File: config.mk
export PLATFORM = sky130hd
export DESIGN_NAME = array_sort_statistics_unit_flat
export DESIGN_NICKNAME = d
export VERILOG_FILES = /design/src/asu_pkg.sv /design/src/asu_req_if.sv /design/src/asu_rsp_if.sv /design/src/array_sort_statistics_unit.sv /design/src/asu_cell.sv /design/src/asu_divider.sv /design/src/flat_wrapper.sv
export SDC_FILE = /design/constraint.sdc
export NUM_CORES = 2
export LEC_CHECK = 0
export BUFFER_PORTS_ARGS = -buffer_cell sky130_fd_sc_hd__buf_2
export CAP_MARGIN = 20
export CORE_ASPECT_RATIO = 1.5
export CORE_UTILIZATION = 53
export CTS_CLUSTER_DIAMETER = 80
export DETAILED_ROUTE_END_ITERATION = 6
export HOLD_SLACK_MARGIN = 0.08
export MAX_ROUTING_LAYER = met4
export PLACE_DENSITY_LB_ADDON = 0.25
export SLEW_MARGIN = 20
export SYNTH_ARGS = -nofsm -noshare
export SYNTH_HDL_FRONTEND = slang
export SYNTH_SLANG_ARGS = --single-unit
File: constraint.sdc
create_clock -name clock -period 7.93 [get_ports clock]
set_clock_uncertainty 0.15 [all_clocks]
set_input_delay 1.586 -clock clock [delete_from_list [all_inputs] [get_ports clock]]
set_output_delay 1.586 -clock clock [all_outputs]
set_load 0.005 [all_outputs]
File: src/asu_pkg.sv
`timescale 1ns / 1ps
// shared widths, defaults and control types for the sort statistics unit
package asu_pkg;

   localparam int unsigned SAMPLE_W      = 16;
   localparam int unsigned MEAN_W        = 24;
   localparam int unsigned MEDIAN_W      = 17;
   localparam int unsigned COUNT_W       = 7;
   localparam int unsigned FRAC_W        = 8;
   localparam int unsigned DEPTH_DEFAULT = 64;

   // per-cycle command to every cell of the chain, highest priority first
   typedef struct packed {
      logic clear;
      logic drain;
      logic rotate;
      logic insert;
   } cell_ctrl_type;

endpackage

File: src/asu_req_if.sv
`timescale 1ns / 1ps
// input channel: one sample per transaction
interface asu_req_if import asu_pkg::*; ();

   logic                       valid;
   logic                       ready;
   logic signed [SAMPLE_W-1:0] sample;
   logic                       final_sample;

   modport source (output valid, output sample, output final_sample, input ready);
   modport sink   (input valid, input sample, input final_sample, output ready);

endinterface

File: src/asu_rsp_if.sv
`timescale 1ns / 1ps
// result channel: one sorted element with the set statistics per transaction
interface asu_rsp_if import asu_pkg::*; ();

   logic                       valid;
   logic                       ready;
   logic signed [SAMPLE_W-1:0] sorted_value;
   logic                       end_of_run;
   logic signed [SAMPLE_W-1:0] largest;
   logic signed [SAMPLE_W-1:0] smallest;
   logic signed [MEAN_W-1:0]   mean_q8;
   logic signed [MEDIAN_W-1:0] median_doubled;
   logic        [COUNT_W-1:0]  sample_count;
   logic                       overflowed;

   modport source (output valid, output sorted_value, output end_of_run, output largest,
                   output smallest, output mean_q8, output median_doubled,
                   output sample_count, output overflowed, input ready);
   modport sink   (input valid, input sorted_value, input end_of_run, input largest,
                   input smallest, input mean_q8, input median_doubled,
                   input sample_count, input overflowed, output ready);

endinterface

File: src/array_sort_statistics_unit.sv
`timescale 1ns / 1ps
// top level: insertion sort chain with min, max, mean and median of each set
//
// req_chan carries one signed sample per transaction; final_sample closes a set.
// Samples are inserted into a chain of DEPTH cells, one per cycle, so while a
// set is loading req_chan.ready stays high. A sample that arrives with the chain
// full is dropped and flags the set as overflowed.
// After the final sample the block stops taking samples for a statistics pass:
// the chain rotates once to pick up minimum, maximum and the median pair,
// while a one-bit-per-cycle divider forms the mean. Then rsp_chan gives the
// n samples in ascending order, one per cycle while rsp_chan.ready is high,
// each with the set statistics; end_of_run marks the last. A stalled rsp_chan
// simply holds the current result. Latency from final sample to first result
// is the statistics pass. The next set is taken once the last result is taken.
// Reset (synchronous) empties the chain and clears count, sum and flag.
module array_sort_statistics_unit import asu_pkg::*; #(
   parameter int unsigned DEPTH = DEPTH_DEFAULT
) (
   input  logic clock,
   input  logic reset,
   asu_req_if.sink   req_chan,
   asu_rsp_if.source rsp_chan
);

   localparam int unsigned CW = $clog2(DEPTH + 1);
   localparam int unsigned SW = SAMPLE_W + $clog2(DEPTH);
   localparam int unsigned MW = SW + FRAC_W;

   localparam logic [1:0] ST_LOAD = 2'd0;
   localparam logic [1:0] ST_CALC = 2'd1;
   localparam logic [1:0] ST_EMIT = 2'd2;

   logic [1:0]                 state_ff, state_in;
   logic [CW-1:0]              count_ff, count_in;
   logic signed [SW-1:0]       sum_ff, sum_in;
   logic                       drop_ff, drop_in;
   logic [CW-1:0]              step_ff, step_in;
   logic                       div_start_ff, div_start_in;
   logic signed [SAMPLE_W-1:0] smallest_ff, smallest_in;
   logic signed [SAMPLE_W-1:0] largest_ff, largest_in;
   logic signed [SAMPLE_W-1:0] mid_lo_ff, mid_lo_in;
   logic signed [SAMPLE_W-1:0] mid_hi_ff, mid_hi_in;
   logic signed [MEAN_W-1:0]   mean_ff, mean_in;
   logic signed [MEDIAN_W-1:0] median_ff, median_in;

   logic                       req_take;
   logic                       rsp_take;
   logic                       room;
   logic                       last_out;
   logic                       calc_done;
   cell_ctrl_type              ctrl;

   logic signed [SAMPLE_W-1:0] value_w [DEPTH];
   logic [DEPTH-1:0]           valid_w;
   logic [DEPTH-1:0]           gt_w;
   logic signed [SAMPLE_W-1:0] head;

   logic                       sum_neg;
   logic [SW-1:0]              sum_mag;
   logic                       div_busy;
   logic [MW-1:0]              quotient;
   logic [MEAN_W-1:0]          quo_low;
   logic [CW-1:0]              lo_idx;
   logic [CW-1:0]              hi_idx;

   assign head     = value_w[0];
   assign room     = count_ff < CW'(DEPTH);
   assign req_take = req_chan.valid && req_chan.ready;
   assign rsp_take = rsp_chan.valid && rsp_chan.ready;
   assign last_out = (step_ff == count_ff - 1'b1);
   assign lo_idx   = (count_ff - 1'b1) >> 1;
   assign hi_idx   = count_ff >> 1;
   assign calc_done = (step_ff == count_ff) && !div_start_ff && !div_busy;

   assign ctrl.insert = req_take && room;
   assign ctrl.rotate = (state_ff == ST_CALC) && (step_ff != count_ff);
   assign ctrl.drain  = rsp_take;
   assign ctrl.clear  = rsp_take && last_out;

   // insertion chain
   for (genvar i = 0; i < DEPTH; i++) begin : g_cell
      logic                       left_valid;
      logic                       left_gt;
      logic signed [SAMPLE_W-1:0] left_value;
      logic                       right_valid;
      logic signed [SAMPLE_W-1:0] right_value;
      if (i == 0) begin : g_first
         assign left_valid = 1'b1;
         assign left_gt    = 1'b0;
         assign left_value = '0;
      end else begin : g_inner
         assign left_valid = valid_w[i-1];
         assign left_gt    = gt_w[i-1];
         assign left_value = value_w[i-1];
      end
      if (i == DEPTH - 1) begin : g_last
         assign right_valid = 1'b0;
         assign right_value = '0;
      end else begin : g_body
         assign right_valid = valid_w[i+1];
         assign right_value = value_w[i+1];
      end
      asu_cell u_cell (
         .clock       (clock),
         .reset       (reset),
         .ctrl        (ctrl),
         .new_sample  (req_chan.sample),
         .left_valid  (left_valid),
         .left_gt     (left_gt),
         .left_value  (left_value),
         .right_valid (right_valid),
         .right_value (right_value),
         .wrap_value  (head),
         .value       (value_w[i]),
         .valid       (valid_w[i]),
         .gt          (gt_w[i])
      );
   end

   // mean: |sum| * 256 / n, sign restored afterwards
   assign sum_neg = sum_ff[SW-1];
   assign sum_mag = sum_neg ? SW'(-sum_ff) : SW'(sum_ff);

   asu_divider #(
      .DIVIDEND_W (MW),
      .DIVISOR_W  (CW)
   ) u_divider (
      .clock    (clock),
      .reset    (reset),
      .start    (div_start_ff),
      .dividend ({sum_mag, FRAC_W'(0)}),
      .divisor  (count_ff),
      .busy     (div_busy),
      .quotient (quotient)
   );

   assign quo_low = quotient[MEAN_W-1:0];

   always_comb begin
      state_in     = state_ff;
      count_in     = count_ff;
      sum_in       = sum_ff;
      drop_in      = drop_ff;
      step_in      = step_ff;
      div_start_in = 1'b0;
      smallest_in  = smallest_ff;
      largest_in   = largest_ff;
      mid_lo_in    = mid_lo_ff;
      mid_hi_in    = mid_hi_ff;
      mean_in      = mean_ff;
      median_in    = median_ff;
      case (state_ff)
         ST_LOAD: begin
            if (req_take) begin
               if (room) begin
                  count_in = count_ff + 1'b1;
                  sum_in   = sum_ff + SW'(req_chan.sample);
               end else begin
                  drop_in = 1'b1;
               end
               if (req_chan.final_sample) begin
                  state_in     = ST_CALC;
                  step_in      = '0;
                  div_start_in = 1'b1;
               end
            end
         end
         ST_CALC: begin
            if (ctrl.rotate) begin
               // head walks through the set in ascending order
               if (step_ff == '0) smallest_in = head;
               if (step_ff == count_ff - 1'b1) largest_in = head;
               if (step_ff == lo_idx) mid_lo_in = head;
               if (step_ff == hi_idx) mid_hi_in = head;
               step_in = step_ff + 1'b1;
            end else if (calc_done) begin
               state_in  = ST_EMIT;
               step_in   = '0;
               mean_in   = sum_neg ? MEAN_W'(-quo_low) : MEAN_W'(quo_low);
               median_in = MEDIAN_W'(mid_lo_ff) + MEDIAN_W'(mid_hi_ff);
            end
         end
         ST_EMIT: begin
            if (rsp_take) begin
               step_in = step_ff + 1'b1;
               if (last_out) begin
                  state_in = ST_LOAD;
                  count_in = '0;
                  sum_in   = '0;
                  drop_in  = 1'b0;
               end
            end
         end
         default: begin
            state_in = ST_LOAD;
         end
      endcase
   end

   always_ff @(posedge clock) begin
      if (reset) begin
         state_ff     <= ST_LOAD;
         count_ff     <= '0;
         sum_ff       <= '0;
         drop_ff      <= 1'b0;
         step_ff      <= '0;
         div_start_ff <= 1'b0;
      end else begin
         state_ff     <= state_in;
         count_ff     <= count_in;
         sum_ff       <= sum_in;
         drop_ff      <= drop_in;
         step_ff      <= step_in;
         div_start_ff <= div_start_in;
      end
   end

   always_ff @(posedge clock) begin
      smallest_ff <= smallest_in;
      largest_ff  <= largest_in;
      mid_lo_ff   <= mid_lo_in;
      mid_hi_ff   <= mid_hi_in;
      mean_ff     <= mean_in;
      median_ff   <= median_in;
   end

   assign req_chan.ready          = (state_ff == ST_LOAD);
   assign rsp_chan.valid          = (state_ff == ST_EMIT);
   assign rsp_chan.sorted_value   = head;
   assign rsp_chan.end_of_run     = last_out;
   assign rsp_chan.largest        = largest_ff;
   assign rsp_chan.smallest       = smallest_ff;
   assign rsp_chan.mean_q8        = mean_ff;
   assign rsp_chan.median_doubled = median_ff;
   assign rsp_chan.sample_count   = COUNT_W'(count_ff);
   assign rsp_chan.overflowed     = drop_ff;

   a_no_overlap: assert property (@(posedge clock) disable iff (reset)
      rsp_chan.valid |-> !req_chan.ready)
      else $error("sample taken while results pending");

   a_count_bound: assert property (@(posedge clock) disable iff (reset)
      count_ff <= CW'(DEPTH))
      else $error("stored count beyond depth");

   a_chain_matches_count: assert property (@(posedge clock) disable iff (reset)
      (state_ff != ST_EMIT) |-> ($countones(valid_w) == count_ff))
      else $error("occupied cells disagree with stored count");

   a_final_starts_calc: assert property (@(posedge clock) disable iff (reset)
      (req_take && req_chan.final_sample) |=> (state_ff == ST_CALC && div_start_ff))
      else $error("final transaction did not start the statistics pass");

   a_run_end_clears: assert property (@(posedge clock) disable iff (reset)
      (rsp_take && rsp_chan.end_of_run) |=> (count_ff == '0 && valid_w == '0))
      else $error("set not cleared after last result");

endmodule

File: src/asu_cell.sv
`timescale 1ns / 1ps
// one cell of the insertion chain: holds one ordered sample and its valid bit
module asu_cell import asu_pkg::*; (
   input  logic                       clock,
   input  logic                       reset,
   input  cell_ctrl_type              ctrl,
   input  logic signed [SAMPLE_W-1:0] new_sample,
   input  logic                       left_valid,
   input  logic                       left_gt,
   input  logic signed [SAMPLE_W-1:0] left_value,
   input  logic                       right_valid,
   input  logic signed [SAMPLE_W-1:0] right_value,
   input  logic signed [SAMPLE_W-1:0] wrap_value,
   output logic signed [SAMPLE_W-1:0] value,
   output logic                       valid,
   output logic                       gt
);

   logic signed [SAMPLE_W-1:0] value_ff, value_in;
   logic                       valid_ff, valid_in;
   logic                       take;

   assign gt   = valid_ff && (value_ff > new_sample);
   assign take = gt || (!valid_ff && left_valid);

   always_comb begin
      value_in = value_ff;
      valid_in = valid_ff;
      if (ctrl.clear) begin
         valid_in = 1'b0;
      end else if (ctrl.drain) begin
         value_in = right_value;
         valid_in = right_valid;
      end else if (ctrl.rotate) begin
         if (valid_ff) begin
            value_in = right_valid ? right_value : wrap_value;
         end
      end else if (ctrl.insert) begin
         if (take) begin
            value_in = left_gt ? left_value : new_sample;
            valid_in = 1'b1;
         end
      end
   end

   always_ff @(posedge clock) begin
      if (reset) begin
         valid_ff <= 1'b0;
      end else begin
         valid_ff <= valid_in;
      end
   end

   always_ff @(posedge clock) begin
      value_ff <= value_in;
   end

   assign value = value_ff;
   assign valid = valid_ff;

endmodule

File: src/asu_divider.sv
`timescale 1ns / 1ps
// restoring divider, one quotient bit per cycle
module asu_divider import asu_pkg::*; #(
   parameter int unsigned DIVIDEND_W = 30,
   parameter int unsigned DIVISOR_W  = 7
) (
   input  logic                  clock,
   input  logic                  reset,
   input  logic                  start,
   input  logic [DIVIDEND_W-1:0] dividend,
   input  logic [DIVISOR_W-1:0]  divisor,
   output logic                  busy,
   output logic [DIVIDEND_W-1:0] quotient
);

   localparam int unsigned STEP_W = $clog2(DIVIDEND_W + 1);

   logic [DIVIDEND_W-1:0] quo_ff, quo_in;
   logic [DIVISOR_W-1:0]  rem_ff, rem_in;
   logic [DIVISOR_W-1:0]  divisor_ff, divisor_in;
   logic [STEP_W-1:0]     step_ff, step_in;
   logic                  busy_ff, busy_in;
   logic [DIVISOR_W:0]    trial;
   logic [DIVISOR_W:0]    diff;
   logic                  fits;

   assign trial = {rem_ff, quo_ff[DIVIDEND_W-1]};
   assign diff  = trial - {1'b0, divisor_ff};
   assign fits  = trial >= {1'b0, divisor_ff};

   always_comb begin
      quo_in     = quo_ff;
      rem_in     = rem_ff;
      divisor_in = divisor_ff;
      step_in    = step_ff;
      busy_in    = busy_ff;
      if (start) begin
         quo_in     = dividend;
         rem_in     = '0;
         divisor_in = divisor;
         step_in    = STEP_W'(DIVIDEND_W);
         busy_in    = 1'b1;
      end else if (busy_ff) begin
         quo_in  = {quo_ff[DIVIDEND_W-2:0], fits};
         rem_in  = fits ? diff[DIVISOR_W-1:0] : trial[DIVISOR_W-1:0];
         step_in = step_ff - 1'b1;
         busy_in = (step_ff != STEP_W'(1));
      end
   end

   always_ff @(posedge clock) begin
      if (reset) begin
         busy_ff <= 1'b0;
         step_ff <= '0;
      end else begin
         busy_ff <= busy_in;
         step_ff <= step_in;
      end
   end

   always_ff @(posedge clock) begin
      quo_ff     <= quo_in;
      rem_ff     <= rem_in;
      divisor_ff <= divisor_in;
   end

   assign busy     = busy_ff;
   assign quotient = quo_ff;

endmodule

File: src/flat_wrapper.sv
// flat-port wrapper written by rule: the top's interface ports become plain ports
module array_sort_statistics_unit_flat import asu_pkg::*;
#(
   parameter int unsigned DEPTH = DEPTH_DEFAULT
)
  (clock, reset, req_chan_valid, req_chan_sample, req_chan_final_sample, req_chan_ready, rsp_chan_valid, rsp_chan_sorted_value, rsp_chan_end_of_run, rsp_chan_largest, rsp_chan_smallest, rsp_chan_mean_q8, rsp_chan_median_doubled, rsp_chan_sample_count, rsp_chan_overflowed, rsp_chan_ready);
  asu_req_if req_chan_i ();
  asu_rsp_if rsp_chan_i ();
  input  logic clock;
  input  logic reset;
  input wire logic [$bits(req_chan_i.valid)-1:0] req_chan_valid;
  input wire logic [$bits(req_chan_i.sample)-1:0] req_chan_sample;
  input wire logic [$bits(req_chan_i.final_sample)-1:0] req_chan_final_sample;
  output wire logic [$bits(req_chan_i.ready)-1:0] req_chan_ready;
  output wire logic [$bits(rsp_chan_i.valid)-1:0] rsp_chan_valid;
  output wire logic [$bits(rsp_chan_i.sorted_value)-1:0] rsp_chan_sorted_value;
  output wire logic [$bits(rsp_chan_i.end_of_run)-1:0] rsp_chan_end_of_run;
  output wire logic [$bits(rsp_chan_i.largest)-1:0] rsp_chan_largest;
  output wire logic [$bits(rsp_chan_i.smallest)-1:0] rsp_chan_smallest;
  output wire logic [$bits(rsp_chan_i.mean_q8)-1:0] rsp_chan_mean_q8;
  output wire logic [$bits(rsp_chan_i.median_doubled)-1:0] rsp_chan_median_doubled;
  output wire logic [$bits(rsp_chan_i.sample_count)-1:0] rsp_chan_sample_count;
  output wire logic [$bits(rsp_chan_i.overflowed)-1:0] rsp_chan_overflowed;
  input wire logic [$bits(rsp_chan_i.ready)-1:0] rsp_chan_ready;
  assign req_chan_i.valid = req_chan_valid;
  assign req_chan_i.sample = req_chan_sample;
  assign req_chan_i.final_sample = req_chan_final_sample;
  assign req_chan_ready = req_chan_i.ready;
  assign rsp_chan_valid = rsp_chan_i.valid;
  assign rsp_chan_sorted_value = rsp_chan_i.sorted_value;
  assign rsp_chan_end_of_run = rsp_chan_i.end_of_run;
  assign rsp_chan_largest = rsp_chan_i.largest;
  assign rsp_chan_smallest = rsp_chan_i.smallest;
  assign rsp_chan_mean_q8 = rsp_chan_i.mean_q8;
  assign rsp_chan_median_doubled = rsp_chan_i.median_doubled;
  assign rsp_chan_sample_count = rsp_chan_i.sample_count;
  assign rsp_chan_overflowed = rsp_chan_i.overflowed;
  assign rsp_chan_i.ready = rsp_chan_ready;
  array_sort_statistics_unit #(.DEPTH(DEPTH)) u_core (.clock(clock), .reset(reset), .req_chan(req_chan_i), .rsp_chan(rsp_chan_i));
endmodule
## After elaboration in Yosys (flattened, before gate mapping)

Index checks and enable logic that the tools add are counted.
Widths: inputs -> output; s select.

- Output and inout bits: 100
- Register bits after elaboration: 1283
- Bits of input ports: 21
- Word-level logic and storage cells: 1582

- Equal/unequal tests: 82
- Mux-type cells: 735
- Reductions and logical operators: 539
- Order comparisons: 66
- Bitwise logic cells: 4
- Add/sub/neg operators: 9

Operator list:

| operator | number |
|---|---|
| $mux 16 | 445 |
| $gt 16x16->1 | 64 |
| $mux 1 | 259 |
| $reduce_and 4->1 | 63 |
| $reduce_and 3->1 | 69 |
| $reduce_bool 3->1 | 66 |
| $ne 3x2->1 const B | 64 |
| $logic_and 1x1->1 | 134 |
| $reduce_bool 2->1 | 66 |
| $mux 22 | 5 |
| $mux 7 | 10 |
| $logic_not 1->1 | 66 |
| $logic_or 1x1->1 | 64 |
| $mux 30 | 2 |
| $pmux 22 s2 | 1 |
| $mux 24 | 1 |
| $neg 24->24 | 1 |
| $add 22x16->22 | 1 |
| $neg 22->22 | 1 |
| $pmux 7 s3 | 1 |
| $reduce_and 5->1 | 4 |
| $add 16x16->17 | 1 |
| $add 7x1->7 const B | 2 |
| $eq 7x6->1 | 2 |
| other kinds (24) | 43 |

## Depth between registers and ports, before layout

- Depth after elaboration: 7
- Gate-level depth with buffers: 14
- Mapped depth without buffers: 12

## Modules after synthesis

A second synthesis with hierarchy kept.

- Cell total of the unflattened synthesis: 12494
- Area, all modules: 112694.3 um^2

Modules (own cells, without submodules):

| module | instances | area an instance (um^2) | cells an instance |
|---|---|---|---|
| asu_cell at u_core.g_cell[0].u_cell ... | 39 | 1604.0 | 181 |
| asu_cell at u_core.g_cell[46].u_cell ... | 24 | 1590.3 | 181 |
| array_sort_statistics_unit | 1 | 7793.7 | 709 |
| asu_divider | 1 | 2548.7 | 200 |
| asu_cell at u_core.g_cell[45].u_cell | 1 | 1627.8 | 182 |

## Least setup slack after synthesis

No wires, ideal clock.

- Path kind: in2reg
- Start point: input port req_chan_sample[13]
- End point: register u_core.g_cell[22].u_cell.value_ff[0] (enable)
- Arrival: 6.234 ns
- Slack: 1.148 ns
- Stages on the path: 12
- Cells stage by stage: clkbuf_1 inv_1 ha_1 a21o_1 a21o_1 a21oi_1 o21ai_0 or3_1 a21oi_1 buf_2 o21ai_0 a31oi_1

- Word-level cells in the longest chain between the ends: 5

RTL lines:

| element | RTL line | RTL |
|---|---|---|
| start, declared | flat_wrapper.sv:12 | `input wire logic [$bits(req_chan_i.sample)-1:0] req_chan_sample;` |
| $gt 16x16->1 | asu_cell.sv:23 | `assign gt = valid_ff && (value_ff > new_sample);` |
| $logic_and 1x1->1 | asu_cell.sv:23 |  |
| $logic_or 1x1->1 | asu_cell.sv:24 | `assign take = gt \|\| (!valid_ff && left_valid);` |
| $reduce_bool 3->1 (no source line) | -- |  |
| $reduce_and 4->1 (no source line) | -- |  |
| end signal, assigned | asu_cell.sv:55 | `value_ff <= value_in;` |
| end, declared | asu_cell.sv:19 | `logic signed [SAMPLE_W-1:0] value_ff, value_in;` |

Every way passes these cells.
A chain may end at the register's enable or synchronous reset.

## Worst setup path after layout

- Start point: register u_core.count_ff[6], in the netlist u_core.rsp_chan.sample_count[6]
- End point: register u_core.g_cell[1].u_cell.value_ff[13] (data pin)

- Word-level cells in the longest chain between the ends: 4

RTL lines:

| element | RTL line | RTL |
|---|---|---|
| start, declared | array_sort_statistics_unit.sv:34 | `logic [CW-1:0] count_ff, count_in;` |
| start signal, assigned | array_sort_statistics_unit.sv:210 | `count_ff <= count_in;` |
| $ne 7x7->1 | array_sort_statistics_unit.sv:76 | `assign ctrl.rotate = (state_ff == ST_CALC) && (step_ff != count_ff);` |
| $logic_and 1x1->1 | array_sort_statistics_unit.sv:76 |  |
| $mux 16 | asu_cell.sv:34 | `end else if (ctrl.rotate) begin` |
| $mux 16 | asu_cell.sv:31 | `end else if (ctrl.drain) begin` |
| end signal, assigned | asu_cell.sv:55 |  |
| end, declared | asu_cell.sv:19 |  |

Every way passes these cells.

==> reports/metrics.cfg <==
[timing]
tns_ns=0
rsz0062_at_grt=no
hold_viol_final=0
tightest_slew_ns=1.28
drv_slew=0
setup_viol=0
min_period_ns=5.72
slew_headroom_pct=14.1
setup_slack_ns=2.21
max_freq_mhz=175
period_share_pct=72.1

[grt]
grt_start_max_net_pins=160
first_global_vias=83600
track_usage_pct=47.2
antenna_found_initial=23
grt-ovfl-total=0
grt_pass1_wl_um=587000

[pwr]
ir_drop_v=0.000272
pwr-share-seq_pct=36.5
p_per_area_nw_per_um2=277
pwr-share-clk_pct=24.4
p_leak_uw=0.0401
combPwrFrac_pct=39.1
p_switching_uw=11800
switching_share_pct=41.9
p_int_uw=16300

[die]
start_util_pct=53.4
row_count=187
chipWidth_um=343
die_area_um2=176000
num_io_pins=121
core_um2=173000
die_height_um=514

[placement]
gp_congestion=1.07
preCtsSetupSlack_ns=1.79
dpl.hpwl_um=277000
port_buffers=120

[detailed_routing]
drt_iter0_markers=11800
routedWlPerCell_um=36.2
vias=86900
dr.pass1.iters=7
wl_um=415000
drc=0
post_drt_via_cell_ratio=7.59
postRouteAntennaNets=0

[synthesis]
synth.distinct_cells=73
synthFlopType=edfxtp_1
synth-seq-cells=1283
synthArstFlopShare_pct=0
syn_area_um2=92500
synth_seq_area_share_pct=40.3
ys_warn_count=0
synth_most_common_cell=edfxtp_1
syn_inst=9142
synth_area_per_cell_um2=10.1
synthTopCellsByArea=edfxtp_1 38%, ha_1 15%, mux2i_1 9.2%
synth_edf_count=1158
synth_fp_nets=10200
synth_commonest_cells=1158 x edfxtp_1, 1080 x ha_1, 1053 x o21ai_0, 850 x mux2i_1, 704 x a22oi_1
synth_top_cell_area_share_pct=37.6
netlist.top_cell.by_area=edfxtp_1

[critical_path]
path_delay_family=simple AND/OR/NAND/NOR gates
r2r_start=u_core.rsp_chan.sample_count[6]
required_ns=8.44
path_class=register to register
crit_buf_inv=2
end_kind=register
reg2regPathDepth=8
max_stage_delay_ns=1.10
start_kind=register
critPathLaunch=u_core.rsp_chan.sample_count[6]
r2r-end=u_core.g_cell[1].u_cell.value[13]
cp.arrival_ns=6.23
worst_path_most_repeated_cell=buf_4
path_cells=xor2_1 > nor4_1 > a31oi_4 > nor2_4 > buf_4 > buf_4 > nand2_1 > o221ai_1
crit_end=u_core.g_cell[1].u_cell.value[13]
slowest_stage=nand2_1
cp.depth=8
path_max_fanout=76
reg2reg_slack_ns=2.21

[clock_network]
clk_pin_slew_worst_paths_ns=0.06
clock_sinks=1283
clock_path_buffers=3
cts_tree=built
post_cts_buffers=0
cts_hold_buffers=0
post_cts_resize_count=0
h-tree-depth=4
cts_root_buf=clkbuf_16
cts_inserted_buffers=140
clk_latency_ns=0.87

[final_layout]
regArea_um2=37300
fillers=14800
final_nets=10100
drive_above_1_share_pct=8.98
multi_input_area_um2=52700
syn_to_final_growth_pct=9.76

[outcome]
status=finished clean

[min_path]
hp-class=register to register

[run]
drv_cap=0

==> state kept, by name, summed over array words and instances (netlist names) <==
name,flops
u_core.u_divider.rem_ff,7
u_core.step_ff,7
u_core.rsp_chan.median_doubled,17
u_core.state_ff,2
u_core.g_cell.u_cell.value,1024
u_core.sum_ff,22
u_core.rsp_chan.smallest,16
u_core.u_divider.quotient,30
u_core.u_divider.divisor_ff,7
u_core.div_start_ff,1
u_core.u_divider.busy,1
u_core.rsp_chan.largest,16
u_core.mid_hi_ff,16
u_core.rsp_chan.overflowed,1
u_core.g_cell.u_cell.valid,64
u_core.rsp_chan.sample_count,7
u_core.mid_lo_ff,16
u_core.rsp_chan.mean_q8,24
u_core.u_divider.step_ff,5
==> cell type report <==
class	count	share of cell area, %
inverters	191	0.743
well taps	2268	2.80
diodes	37	0.0912
multi-input cells	6989	51.9
clock inverters	76	0.824
flip-flops and latches	1283	36.7
clock buffers	178	3.71
repair buffers	427	3.23
==> cell usage in the layout (no fill, tap or decap), drive strengths merged, types with 219 or more instances in the layout <==
cell type / count
nor2: 357
edfxtp: 1158
o21ai: 1066
buf: 427
ha: 1080
a22oi: 704
a21oi: 646
nand2: 312
mux2i: 850
a21o: 219
o22ai: 297
==> worst min-delay path by stage <==
stage	cells after the start	from	slack (ns)	end
2_1_floorplan	2	u_core.u_divider.rem_ff[6]	0.28	u_core.u_divider.rem_ff[6]
3_3_place_gp	2	u_core.u_divider.rem_ff[6]	0.29	u_core.u_divider.rem_ff[6]
3_5_place_dp	2	u_core.u_divider.rem_ff[6]	0.31	u_core.u_divider.rem_ff[6]
4_1_cts	2	u_core.u_divider.rem_ff[6]	0.33	u_core.u_divider.rem_ff[6]
5_1_grt	2	u_core.u_divider.rem_ff[6]	0.35	u_core.u_divider.rem_ff[6]
6_report	2	u_core.u_divider.rem_ff[6]	0.32	u_core.u_divider.rem_ff[6]
==> logic make-up (layout without fill, tap and decap cells) <==
group           after synthesis  after routing  share of synthesized area, %
xor+xnor                    101            101                         0.957
other cells                   0             37                             0
buf+inv                     870            872                          3.56
compound gates             3417           3417                          22.9
fa+ha+maj                  1083           1083                          14.7
flops                      1283           1283                          40.3
simple gates               1534           1534                          8.31
mux                         854            854                          9.25
==> per-layer routing <==
layer	track usage [%]	wire, um	share of wire [%]
met5	-	0	0
met4	40.7	43900	11
met3	13.3	52300	13
met2	68.9	179000	43
met1	52.9	139000	34
==> power groups by stage <==
stage | clock, uW | sequential [uW] | combinational (uW)
after floorplan | 0 | 9780 | 6350
after global placement | 0 | 10300 | 10100
after detailed placement | 0 | 10300 | 10400
after CTS | 6830 | 10200 | 10400
after global routing | 7060 | 10300 | 11500
final | 6870 | 10300 | 11000
==> metrics by stage <==
| step | util (%) | instance area, um^2 | hold WS (ns) | std cells | total power (uW) |
|---|---|---|---|---|---|
| after floorplan | - | 92500 | 0.276 | 9142 | 16100 |
| after global placement | 55.8 | 96500 | 0.295 | 11100 | 20400 |
| after detailed placement | 55.8 | 96700 | 0.313 | 11200 | 20700 |
| after CTS | 58.5 | 101000 | 0.327 | 11400 | 27400 |
| after global routing | 58.6 | 101000 | 0.346 | 11400 | 28800 |
| final | 58.6 | 101000 | 0.324 | 11400 | 28100 |
==> worst reg2reg max path: cells and delay by family, from the launching register on <==
kind,cells,cell delay [ns]
xor+xnor,1,0.19
flops,1,0.60
simple gates,3,2.14
compound gates,2,0.73
buf+inv,2,1.72
(Power assumes the default switching activity.)
